--- config.mk ---
export PLATFORM = sky130hd
export DESIGN_NAME = fully_assoc_lru_miss_tracker_flat
export DESIGN_NICKNAME = d
export VERILOG_FILES = /design/src/falmt_pkg.sv /design/src/falmt_ifs.sv /design/src/falmt_cell.sv /design/src/fully_assoc_lru_miss_tracker.sv /design/src/flat_wrapper.sv
export SDC_FILE = /design/constraint.sdc
export NUM_CORES = 2
export LEC_CHECK = 0
export ABC_CLOCK_PERIOD_IN_PS = 9100
export BUFFER_PORTS_ARGS = -buffer_cell sky130_fd_sc_hd__buf_4
export CAP_MARGIN = 20
export CORE_AREA = 5 5 641 643
export DETAILED_ROUTE_END_ITERATION = 12
export DIE_AREA = 0 0 646 648
export HOLD_SLACK_MARGIN = 0.08
export PLACE_DENSITY = 0.43
export SETUP_SLACK_MARGIN = 0.15
export SYNTH_ARGS = -nofsm -noshare
export SYNTH_HDL_FRONTEND = slang
export SYNTH_HIERARCHICAL = 1
export SYNTH_SLANG_ARGS = --single-unit
--- constraint.sdc ---
create_clock -name i_clk -period 9.1 [get_ports i_clk]
set_input_delay 0.455 -clock i_clk [delete_from_list [all_inputs] [get_ports i_clk]]
set_output_delay 0.455 -clock i_clk [all_outputs]
set_load 0.02 [all_outputs]
--- src/falmt_pkg.sv ---
`timescale 1ns / 1ps
// ----------------------------------------------------------------------------
// falmt_pkg: shared definitions for the LRU miss tracker
// Default sizes, field widths, the sequencer state type and the control
// bundle that drives each cell of the recency stack.
// ----------------------------------------------------------------------------
package falmt_pkg;

    // Default geometry of the tracked cache.
    localparam int LINES_DEF            = 64;
    localparam int LINE_OFFSET_BITS_DEF = 6;
    localparam int ADDR_BITS_DEF        = 48;

    // Fixed field widths.
    localparam int CFG_W  = 7;
    localparam int SIZE_W = 7;

    // Number of lines taking part after reset.
    localparam int LINES_RESET = 64;

    // Which block of the request is being looked up.
    typedef enum logic {
        ST_FIRST,
        ST_SECOND
    } t_state;

    // Per-cell control: clear drops the entry, shift takes the neighbor's entry.
    typedef struct packed {
        logic clear;
        logic shift;
    } t_cell_ctl;

endpackage

--- src/falmt_ifs.sv ---
`timescale 1ns / 1ps
// ----------------------------------------------------------------------------
// falmt request and response channels
// Valid/ready channels carrying a memory reference in and a miss report out.
// ----------------------------------------------------------------------------
interface falmt_req_if #(
    parameter int ADDR_BITS = falmt_pkg::ADDR_BITS_DEF
);
    logic                         valid;
    logic                         ready;
    logic [ADDR_BITS-1:0]         address;
    logic [falmt_pkg::SIZE_W-1:0] access_bytes;

    modport source (output valid, output address, output access_bytes, input ready);
    modport sink   (input valid, input address, input access_bytes, output ready);
endinterface

interface falmt_rsp_if;
    logic valid;
    logic ready;
    logic miss;
    logic two_blocks;

    modport source (output valid, output miss, output two_blocks, input ready);
    modport sink   (input valid, input miss, input two_blocks, output ready);
endinterface

--- src/falmt_cell.sv ---
`timescale 1ns / 1ps
// ----------------------------------------------------------------------------
// falmt_cell: one position of the LRU recency stack
// Holds one block tag and its valid bit, compares it against the lookup tag
// and takes its upper neighbor's entry when the stack shifts down.
// ----------------------------------------------------------------------------
module falmt_cell #(
    parameter int TAG_W = falmt_pkg::ADDR_BITS_DEF - falmt_pkg::LINE_OFFSET_BITS_DEF
) (
    input  logic                  i_clk,
    input  logic                  i_rst_n,
    input  falmt_pkg::t_cell_ctl  i_ctl,
    input  logic                  i_active,
    input  logic [TAG_W-1:0]      i_lookup,
    input  logic                  i_up_valid,
    input  logic [TAG_W-1:0]      i_up_tag,
    output logic                  o_valid,
    output logic [TAG_W-1:0]      o_tag,
    output logic                  o_hit
);
    import falmt_pkg::*;

    logic             r_valid;
    logic             n_valid;
    logic [TAG_W-1:0] r_tag;

    // A clear wins over a shift so a register write leaves the stack empty.
    always_comb begin
        priority if (i_ctl.clear) begin
            n_valid = 1'b0;
        end else if (i_ctl.shift) begin
            n_valid = i_up_valid;
        end else begin
            n_valid = r_valid;
        end
    end

    always_ff @(posedge i_clk) begin
        if (!i_rst_n) begin
            r_valid <= 1'b0;
        end else begin
            r_valid <= n_valid;
        end
    end

    // The tag is only looked at while the entry is valid.
    always_ff @(posedge i_clk) begin
        if (i_ctl.shift) begin
            r_tag <= i_up_tag;
        end
    end

    // Only cells inside the configured line count can hit.
    assign o_hit   = i_active && r_valid && (r_tag == i_lookup);
    assign o_valid = r_valid;
    assign o_tag   = r_tag;

endmodule

--- src/fully_assoc_lru_miss_tracker.sv ---
`timescale 1ns / 1ps
// ----------------------------------------------------------------------------
// fully_assoc_lru_miss_tracker: fully associative LRU cache miss tracker
// Flow: an accepted request is held in the request stage and its result in the
//   output register; a two-line reference is looked up in ST_FIRST, then in
//   ST_SECOND, and the next request waits for both. Throughput: 1 request per
//   cycle for single-line ones unless the output stalls; one pass through the recency stack per line lookup.
// Reset: all lines invalid, 64 lines in use; no clearing pass is needed.
// ----------------------------------------------------------------------------
module fully_assoc_lru_miss_tracker #(
    parameter int LINES            = falmt_pkg::LINES_DEF,
    parameter int LINE_OFFSET_BITS = falmt_pkg::LINE_OFFSET_BITS_DEF,
    parameter int ADDR_BITS        = falmt_pkg::ADDR_BITS_DEF
) (
    input  logic                        i_clk,
    input  logic                        i_rst_n,
    input  logic                        i_cfg_we,
    input  logic [falmt_pkg::CFG_W-1:0] i_cfg_wdata,
    falmt_req_if.sink                   i_req,
    falmt_rsp_if.source                 o_rsp
);
    import falmt_pkg::*;

    localparam int TAG_W = ADDR_BITS - LINE_OFFSET_BITS;
    localparam int CMP_W = (LINE_OFFSET_BITS + 2 > SIZE_W + 1) ?
                           LINE_OFFSET_BITS + 2 : SIZE_W + 1;
    localparam logic [CMP_W-1:0] LINE_BYTES = {{(CMP_W-1){1'b0}}, 1'b1} << LINE_OFFSET_BITS;

    // Request stage.
    logic             r_req_vld;
    logic             n_req_vld;
    logic [TAG_W-1:0] r_blk1;
    logic [TAG_W-1:0] r_blk2;
    logic             r_two;

    // Sequencer.
    t_state r_state;
    t_state n_state;
    logic   r_miss1;
    logic   w_fire;
    logic   w_done;
    logic   w_out_free;

    // Output register.
    logic r_out_vld;
    logic n_out_vld;
    logic r_out_miss;
    logic r_out_two;

    // Lines in use, as a mask over the stack positions.
    logic [LINES-1:0] r_active;
    logic [LINES-1:0] n_active;

    // Block split of the incoming reference.
    logic [CMP_W-1:0]            w_size_ext;
    logic [LINE_OFFSET_BITS-1:0] w_off;
    logic [LINE_OFFSET_BITS:0]   w_off_sum;
    logic [TAG_W-1:0]            w_blk1;
    logic [TAG_W-1:0]            w_blk2;
    logic                        w_two;

    // Stack signals.
    logic [TAG_W-1:0] w_touch_tag;
    logic [LINES-1:0] w_hit_vec;
    logic [LINES-1:0] w_suffix_hit;
    logic [LINES-1:0] w_valid_q;
    logic [TAG_W-1:0] w_tag_q [LINES];
    logic             w_any_hit;

    // Clamp the size to 1..line bytes and find the offset of the last byte.
    always_comb begin
        w_size_ext = CMP_W'(i_req.access_bytes);
        priority if (w_size_ext == '0) begin
            w_off = '0;
        end else if (w_size_ext > LINE_BYTES) begin
            w_off = LINE_OFFSET_BITS'(LINE_BYTES - 1'b1);
        end else begin
            w_off = LINE_OFFSET_BITS'(w_size_ext - 1'b1);
        end
        w_off_sum = {1'b0, i_req.address[LINE_OFFSET_BITS-1:0]} + {1'b0, w_off};
        w_two     = w_off_sum[LINE_OFFSET_BITS];
        w_blk1    = i_req.address[ADDR_BITS-1:LINE_OFFSET_BITS];
        w_blk2    = w_blk1 + TAG_W'(w_two);
    end

    // Sequencer outputs: when the stack is stepped and when a request completes.
    always_comb begin
        w_out_free = !r_out_vld || o_rsp.ready;
        unique case (r_state)
            ST_FIRST: begin
                w_fire = r_req_vld && (r_two || w_out_free);
                w_done = w_fire && !r_two;
            end
            ST_SECOND: begin
                w_fire = r_req_vld && w_out_free;
                w_done = w_fire;
            end
            default: begin
                w_fire = 1'b0;
                w_done = 1'b0;
            end
        endcase
    end

    // Sequencer next state.
    always_comb begin
        n_state = r_state;
        unique case (r_state)
            ST_FIRST: begin
                if (w_fire && r_two) begin
                    n_state = ST_SECOND;
                end
            end
            ST_SECOND: begin
                if (w_fire) begin
                    n_state = ST_FIRST;
                end
            end
            default: begin
                n_state = ST_FIRST;
            end
        endcase
    end

    assign i_req.ready = !r_req_vld || w_done;

    // Request stage and output register control.
    always_comb begin
        n_req_vld = r_req_vld;
        if (i_req.valid && i_req.ready) begin
            n_req_vld = 1'b1;
        end else if (w_done) begin
            n_req_vld = 1'b0;
        end

        n_out_vld = r_out_vld;
        if (w_done) begin
            n_out_vld = 1'b1;
        end else if (o_rsp.ready) begin
            n_out_vld = 1'b0;
        end
    end

    // Line mask from the register: at least two lines, at most the stack depth.
    always_comb begin
        for (int k = 0; k < LINES; k++) begin
            n_active[k] = (k < 2) || (int'(i_cfg_wdata) > k);
        end
    end

    always_ff @(posedge i_clk) begin
        if (!i_rst_n) begin
            r_req_vld <= 1'b0;
            r_state   <= ST_FIRST;
            r_out_vld <= 1'b0;
            for (int k = 0; k < LINES; k++) begin
                r_active[k] <= (k < LINES_RESET);
            end
        end else begin
            r_req_vld <= n_req_vld;
            r_state   <= n_state;
            r_out_vld <= n_out_vld;
            if (i_cfg_we) begin
                r_active <= n_active;
            end
        end
    end

    // Payload registers.
    always_ff @(posedge i_clk) begin
        if (i_req.valid && i_req.ready) begin
            r_blk1 <= w_blk1;
            r_blk2 <= w_blk2;
            r_two  <= w_two;
        end
        if (w_fire && r_state == ST_FIRST) begin
            r_miss1 <= !w_any_hit;
        end
        if (w_done) begin
            r_out_miss <= !w_any_hit || (r_state == ST_SECOND && r_miss1);
            r_out_two  <= r_two;
        end
    end

    assign w_touch_tag = (r_state == ST_SECOND) ? r_blk2 : r_blk1;
    assign w_any_hit   = |w_hit_vec;

    // Recency stack: position 0 is most recent, the last active one is the victim.
    // A lookup shifts every position down to the hit, or all of them on a miss,
    // and the looked-up block enters at the top.
    for (genvar k = 0; k < LINES; k++) begin : g_stack
        t_cell_ctl        w_ctl;
        logic             w_up_valid;
        logic [TAG_W-1:0] w_up_tag;

        assign w_suffix_hit[k] = |w_hit_vec[LINES-1:k];
        assign w_ctl.clear     = i_cfg_we;
        assign w_ctl.shift     = w_fire && (!w_any_hit || w_suffix_hit[k]);

        if (k == 0) begin : g_top
            assign w_up_valid = 1'b1;
            assign w_up_tag   = w_touch_tag;
        end else begin : g_below
            assign w_up_valid = w_valid_q[k-1];
            assign w_up_tag   = w_tag_q[k-1];
        end

        falmt_cell #(
            .TAG_W (TAG_W)
        ) u_cell (
            .i_clk      (i_clk),
            .i_rst_n    (i_rst_n),
            .i_ctl      (w_ctl),
            .i_active   (r_active[k]),
            .i_lookup   (w_touch_tag),
            .i_up_valid (w_up_valid),
            .i_up_tag   (w_up_tag),
            .o_valid    (w_valid_q[k]),
            .o_tag      (w_tag_q[k]),
            .o_hit      (w_hit_vec[k])
        );
    end

    assign o_rsp.valid      = r_out_vld;
    assign o_rsp.miss       = r_out_miss;
    assign o_rsp.two_blocks = r_out_two;

    // A block is held by at most one active line.
    a_unique_hit: assert property (@(posedge i_clk) disable iff (!i_rst_n)
        $onehot0(w_hit_vec))
        else $error("More than one line hit the same block.");

    // The second lookup only happens for a pending two-line reference.
    a_second_pending: assert property (@(posedge i_clk) disable iff (!i_rst_n)
        (r_state == ST_SECOND) |-> (r_req_vld && r_two))
        else $error("Second lookup without a pending two-line request.");

    // A register write leaves every line invalid.
    a_cfg_clears: assert property (@(posedge i_clk) disable iff (!i_rst_n)
        i_cfg_we |=> (w_valid_q == '0))
        else $error("Lines still valid after a register write.");

    // A two-line result reports a miss of either lookup.
    a_miss_merge: assert property (@(posedge i_clk) disable iff (!i_rst_n)
        (w_done && r_state == ST_SECOND) |=>
            (r_out_miss == ($past(r_miss1) || !$past(w_any_hit))))
        else $error("Two-line miss result lost a lookup.");

endmodule
--- src/flat_wrapper.sv ---
// flat-port wrapper written by rule: the top's interface ports become plain ports
module fully_assoc_lru_miss_tracker_flat import falmt_pkg::*;
#(
    parameter int LINES            = falmt_pkg::LINES_DEF,
    parameter int LINE_OFFSET_BITS = falmt_pkg::LINE_OFFSET_BITS_DEF,
    parameter int ADDR_BITS        = falmt_pkg::ADDR_BITS_DEF
)
  (i_clk, i_rst_n, i_cfg_we, i_cfg_wdata, i_req_valid, i_req_address, i_req_access_bytes, i_req_ready, o_rsp_valid, o_rsp_miss, o_rsp_two_blocks, o_rsp_ready);
  falmt_req_if #(.ADDR_BITS(ADDR_BITS)) i_req_i ();
  falmt_rsp_if o_rsp_i ();
  input  logic i_clk;
  input  logic i_rst_n;
  input  logic i_cfg_we;
  input  logic [falmt_pkg::CFG_W-1:0] i_cfg_wdata;
  input wire logic [$bits(i_req_i.valid)-1:0] i_req_valid;
  input wire logic [$bits(i_req_i.address)-1:0] i_req_address;
  input wire logic [$bits(i_req_i.access_bytes)-1:0] i_req_access_bytes;
  output wire logic [$bits(i_req_i.ready)-1:0] i_req_ready;
  output wire logic [$bits(o_rsp_i.valid)-1:0] o_rsp_valid;
  output wire logic [$bits(o_rsp_i.miss)-1:0] o_rsp_miss;
  output wire logic [$bits(o_rsp_i.two_blocks)-1:0] o_rsp_two_blocks;
  input wire logic [$bits(o_rsp_i.ready)-1:0] o_rsp_ready;
  assign i_req_i.valid = i_req_valid;
  assign i_req_i.address = i_req_address;
  assign i_req_i.access_bytes = i_req_access_bytes;
  assign i_req_ready = i_req_i.ready;
  assign o_rsp_valid = o_rsp_i.valid;
  assign o_rsp_miss = o_rsp_i.miss;
  assign o_rsp_two_blocks = o_rsp_i.two_blocks;
  assign o_rsp_i.ready = o_rsp_ready;
  fully_assoc_lru_miss_tracker #(.LINES(LINES), .LINE_OFFSET_BITS(LINE_OFFSET_BITS), .ADDR_BITS(ADDR_BITS)) u_core (.i_clk(i_clk), .i_rst_n(i_rst_n), .i_cfg_we(i_cfg_we), .i_cfg_wdata(i_cfg_wdata), .i_req(i_req_i), .o_rsp(o_rsp_i));
endmodule
# Yosys cells after proc, flatten, opt, wreduce, memory -nomap -nowiden
# Index checks and enable logic that the tools add are counted.
[totals]
word_cells = 616
regBits = 2905
romBits = 0
latchBits = 0
n_memories = 0
inputBits = 67
out_inout_bits = 4
mem_bits_rw = 0
[op_classes]
multipliers = 0
eq_ne = 64
reduce_logical = 334
div = 0
order_cmp = 63
n_mux = 12
add_sub_neg = 3
n_shift = 0
n_bitwise = 2
[op_table]
columns = ["cell", "count"]
rows = [
  ["equality test 42 bit", 64],
  ["greater-than comparator 7 x 6 -> 1 bit, second input constant", 32],
  ["logical AND 1 bit", 196],
  ["greater-than comparator 7 x 5 -> 1 bit, second input constant", 16],
  ["logical OR 1 bit", 67],
  ["OR reduction 64 bit", 1],
  ["OR reduction 63 bit", 1],
  ["OR reduction 62 bit", 1],
  ["OR reduction 61 bit", 1],
  ["OR reduction 60 bit", 1],
  ["OR reduction 59 bit", 1],
  ["OR reduction 58 bit", 1],
  ["OR reduction 57 bit", 1],
  ["greater-than comparator 7 x 4 -> 1 bit, second input constant", 8],
  ["OR reduction 56 bit", 1],
  ["OR reduction 55 bit", 1],
  ["OR reduction 54 bit", 1],
  ["OR reduction 53 bit", 1],
  ["OR reduction 52 bit", 1],
  ["OR reduction 51 bit", 1],
  ["OR reduction 50 bit", 1],
  ["OR reduction 49 bit", 1],
  ["OR reduction 48 bit", 1],
  ["OR reduction 47 bit", 1],
  ["other kinds (59)", 77],
]

# Depth between registers and ports, before layout
[logic_depth]
word_depth = 9
ltp_mapped = 17
ltp_nobuf = 16

# By module
# The synthesis kept the hierarchy.
[modules_own_cells]
columns = ["module", "n_inst", "area_each_um2", "cells_per_inst"]
rows = [
  ["falmt_cell", 64, 1765.4, 102],
  ["fully_assoc_lru_miss_tracker", 1, 7953.9, 841],
]

# Worst setup path after synthesis
# OpenSTA, ideal clock, no wires.
[synth_path]
path_kind = "reg-to-reg"
from = "reg u_core.r_state"
to = "reg u_core.g_stack[4].u_cell.r_valid"
path_slack_ns = 1.855
n_path_buf = 5
arrival_ns = 7.161
required_ns = 9.016
setup_time_ns = 0.084
path_stages_with_launch = 18
cell_sequence = "dfxtp_1 clkbuf_1 buf_1 mux2_2 xnor2_1 nand4_1 or4_1 nor4_2 or3_1 or4_1 clkbuf_1 and4bb_2 buf_4 nor3b_2 buf_4 a31oi_1 mux2i_1 nor3b_1"
[synth_rtl]
columns = ["item", "line_no", "rtl"]
rows = [
  ["start, declared", "fully_assoc_lru_miss_tracker.sv:37", "t_state r_state;"],
  ["start signal, assigned", "fully_assoc_lru_miss_tracker.sv:161", "r_state <= n_state;"],
  ["end signal, assigned", "falmt_cell.sv:42", "r_valid <= n_valid;"],
  ["end, declared", "falmt_cell.sv:23", "logic r_valid;"],
]

==> results.rst <==
.. list-table::
   :header-rows: 1

   * - Metric
     - Value
   * - Post-DP HPWL
     - 247,700 um
   * - Total number of vias
     - 64,720
   * - Slowest cell on crit path
     - nor4_1
   * - Overall die height
     - 648 um
   * - CP Launch Type
     - register
   * - Critical Path Sink Type
     - register
   * - Upper clock frequency limit
     - 0.1375 GHz
   * - Placed instance area
     - 131,900 um^2
   * - P_int
     - 24.23 mW
   * - Count leader, synth
     - edfxtp_1
   * - Finish-stage setup viols
     - 0
   * - Clock transition time at the flip-flop clock pins of the worst setup and hold paths
     - 0.06 ns
   * - Flip-flop and latch count after synthesis
     - 2,905
   * - Number of buffers created by CTS
     - 341
   * - Via count of the first global-routing pass
     - 66,990
   * - TritonCTS sink count
     - 2,905
   * - Overall routing resource usage
     - 16.78%
   * - Post-synthesis instance area
     - 120,900 um^2
   * - Part of the power in combinational logic
     - 9.5%
   * - Post-layout min period
     - 7.275 ns
   * - Critical path buffers and inverters
     - 3
   * - Max Clock Skew
     - 0.05056 ns
   * - Via density per instance
     - 4.710
   * - Number of top-level pins
     - 71
   * - Fraction of power consumed by sequential logic
     - 49.4%
   * - Final Hold Viols
     - 0
   * - Wire length on met1
     - 166,500 um
   * - Maximum fanout along the worst path
     - 46
   * - Number of max-slew violations in the final report
     - 0
   * - RD Place Congestion
     - 0.7819
   * - Part of the power in the clock network
     - 41.1%
   * - Sequential Area
     - 85,950 um^2
   * - Wire length per cell
     - 26.16 um
   * - Slew headroom
     - 11.20%
   * - Number of antenna violations at the first check in global routing
     - 15
   * - Initial core utilization
     - 29.89%
   * - Aggregate global routing overflow
     - 0
   * - Net switching power figure
     - 8.015 mW
   * - Number of unique standard cell types used by synthesis
     - 57
   * - Final non-filler cell total
     - 13,740
   * - Layout fillers
     - 38,310
   * - Antenna Nets Post-Route
     - 0
   * - CTS HTree Levels
     - 5
   * - Post-CTS repair timing setup buffer count
     - 0
   * - Worst setup slack after layout
     - 1.826 ns
   * - Final non-filler cell area
     - 143,200 um^2
   * - Most frequent cells after synthesis
     - edfxtp_1, xor2_1, xnor2_1
   * - Maximum number of pins on one net before global-route repair
     - 112
   * - Final core utilization
     - 35.39%
   * - Bufs on Longest Clock Path
     - 4
   * - Initial drt markers
     - 4,457
   * - Root buf cell
     - clkbuf_16
   * - DIE AREA
     - 418,600 um^2
   * - Startpoint-to-endpoint class of the critical path
     - reg -> reg
   * - Hold Path Class
     - in -> reg
   * - Final net count
     - 8,106
   * - Leakage power summed over all cells
     - 45.10 nW
   * - Number of design rule violations left after detail routing
     - 0
   * - Power per standard cell area
     - 225.1 nW/um^2
   * - Area contributors post-synth
     - edfxtp_1, xor2_1, xnor2_1
   * - Number of max-cap violations
     - 0
   * - Placed Instances
     - 13,060
   * - Data arrival time of the critical path
     - 7.93 ns
   * - Cells after synthesis
     - 7,369
   * - Area share of the leading cell type in the synthesized netlist
     - 68.93%
   * - Cell family with most CP delay
     - simple AND/OR/NAND/NOR gates
   * - Buffers added on ports
     - 70
   * - Die X
     - 646 um
   * - Data required, critical path
     - 9.76 ns
   * - Most frequently used flop master after synthesis
     - edfxtp_1
   * - Final hold slack
     - 0.1765 ns
   * - Clock latency on the worst-skew pair
     - 0.93 ns
   * - Switching portion of total power
     - 24.86%
   * - Worst path cell trace
     - buf_4 > mux2_8 > buf_4 > xor2_1 > nor4_1 > nand4_1 > nor4_2 > or4_1 > nor4_1 > nand3_1 > a2111oi_4 > a41oi_4 > buf_12
   * - Count of flip-flops with a built-in enable after synthesis
     - 2,776
   * - Total negative slack for setup checks
     - 0 ns
   * - Layout cell share with drive strength beyond 1
     - 11.87%
   * - Global-route wire length before repair
     - 512,600 um
   * - Worst slack at placement
     - 1.692 ns
   * - Length of routed met2 wiring
     - 170,400 um
   * - Met3 wirelength from detailed routing
     - 14,500 um
   * - Largest stage delay on the critical path
     - 1.00 ns
   * - Cell accounting for the most synthesized area
     - edfxtp_1
   * - Area occupied by multi-input gates
     - 36,160 um^2
   * - Sequential element share of the synthesized area
     - 71.06%
   * - Slew at the pin closest to its max-slew limit
     - 1.314 ns
   * - Max VDD drop
     - 0.1513 mV
   * - Top Layer Used
     - met4
   * - Outcome
     - finished clean
   * - Length of the first detailed-routing pass in iterations
     - 5
   * - Number of cell rows
     - 234
   * - Tcrit/Tclk final
     - 79.94%
   * - Growth of design area from synthesis to finish
     - 18.40%
   * - RSZ-0062 raised after global routing
     - false
   * - Wire length reported by the detailed router
     - 359,400 um
   * - Yosys warning count
     - 6
   * - Post-synthesis average cell area
     - 16.41 um^2
   * - Clock tree from TritonCTS
     - done
   * - Async set-reset flop share out of synthesis
     - 0%
   * - Area of the core
     - 404,600 um^2
   * - Total Power Consumption
     - 32.24 mW
## state kept, by name, summed over array words and instances, names as in the netlist
| register | flops |
|---|---|
| u_core/g_stack.u_cell/o_tag | 2688 |
| u_core/g_stack.u_cell/o_valid | 64 |
| u_core/o_rsp.miss | 1 |
| u_core/o_rsp.two_blocks | 1 |
| u_core/o_rsp.valid | 1 |
| u_core/r_active | 62 |
| u_core/r_blk1 | 42 |
| u_core/r_blk2 | 42 |
| u_core/r_miss1 | 1 |
| u_core/r_req_vld | 1 |
| u_core/r_state | 1 |
| u_core/r_two | 1 |
## placed cells by master (no fill, tap or decap), drive strengths merged, types with 9 or more instances in the layout
cell,count
clkbuf,439
nand4,207
nand2,107
mux2,42
nor3b,66
edfxtp,2776
dfxtp,129
inv,34
bufinv,20
nand2b,10
nor2,66
a31oi,15
a21oi,60
nor4,588
ha,9
dlygate4sd3,53
o21ai,62
clkinvlp,9
mux2i,65
o22ai,11
xnor2,545
buf,315
nand3,160
nor3,33
clkinv,138
xor2,2187
or4,73
## worst register-to-register path, cell delays in order, from the launching register on
cell and delay [ns]:
dfxtp_4 0.54, buf_4 0.42, mux2_8 0.71, buf_4 0.56
xor2_1 0.22, nor4_1 0.07, nand4_1 0.23, nor4_2 0.14
or4_1 0.84, nor4_1 1.02, nand3_1 0.39, a2111oi_4 0.87
a41oi_4 0.63, buf_12 0.37
## final timing paths
kind / from / end / slack (ns) / cells after the start
setup / recovery: u_core/r_state / u_core/g_stack[5].u_cell/o_tag[5] / 1.83 / 13
hold / removal: i_cfg_wdata[0] / u_core/r_active[60] / 0.18 / 5
setup reg to reg: u_core/r_state / u_core/g_stack[5].u_cell/o_tag[5] / 1.83 / 13
hold reg to reg: u_core/g_stack[28].u_cell/o_tag[16] / u_core/g_stack[29].u_cell/o_tag[16] / 0.45 / 0
## cell type report
type / instances / share of cell area (%)
antenna: 5 / 0.008737
clock buffer: 439 / 6.426
clock inverter: 182 / 1.076
inverter: 19 / 0.04980
multi-input combinational: 4395 / 25.25
sequential: 2905 / 60.02
tap: 5428 / 4.743
timing repair buffer: 368 / 2.425
## cells by family after synthesis
family	synth area share [%]
DFF	71.06
adders and majority gates	0.1179
other	0.003101
muxes	0.9290
buffers and inverters	0.2276
xor gates and xnor gates	19.78
AOI/OAI and AO/OA	0.8763
and+or+nand+nor	7.001
## layer usage
metal / GRT usage [%] / up-vias
met1: 23.45 / 33850
li1: - / 29050
met2: 27.82 / 1432
met3: 2.242 / 387
met5: 0 / -
met4: 3.731 / 0
## power groups by stage
stage / Clock, mW / Combinational [mW] / Sequential (mW)
2_1_floorplan: 0 / 1.90 / 16.0
3_3_place_gp: 0 / 3.05 / 16.2
3_5_place_dp: 0 / 3.07 / 16.2
4_1_cts: 13.7 / 3.10 / 15.9
5_1_grt: 14.2 / 3.30 / 16.0
6_report: 13.3 / 3.05 / 15.9
## what timing repair did
action	CTS	global route
endpoints found under the hold margin	110	0
hold buffers	53	0
setup endpoints to repair	0	0
resized for setup	0	0
(Power assumes the default switching activity.)
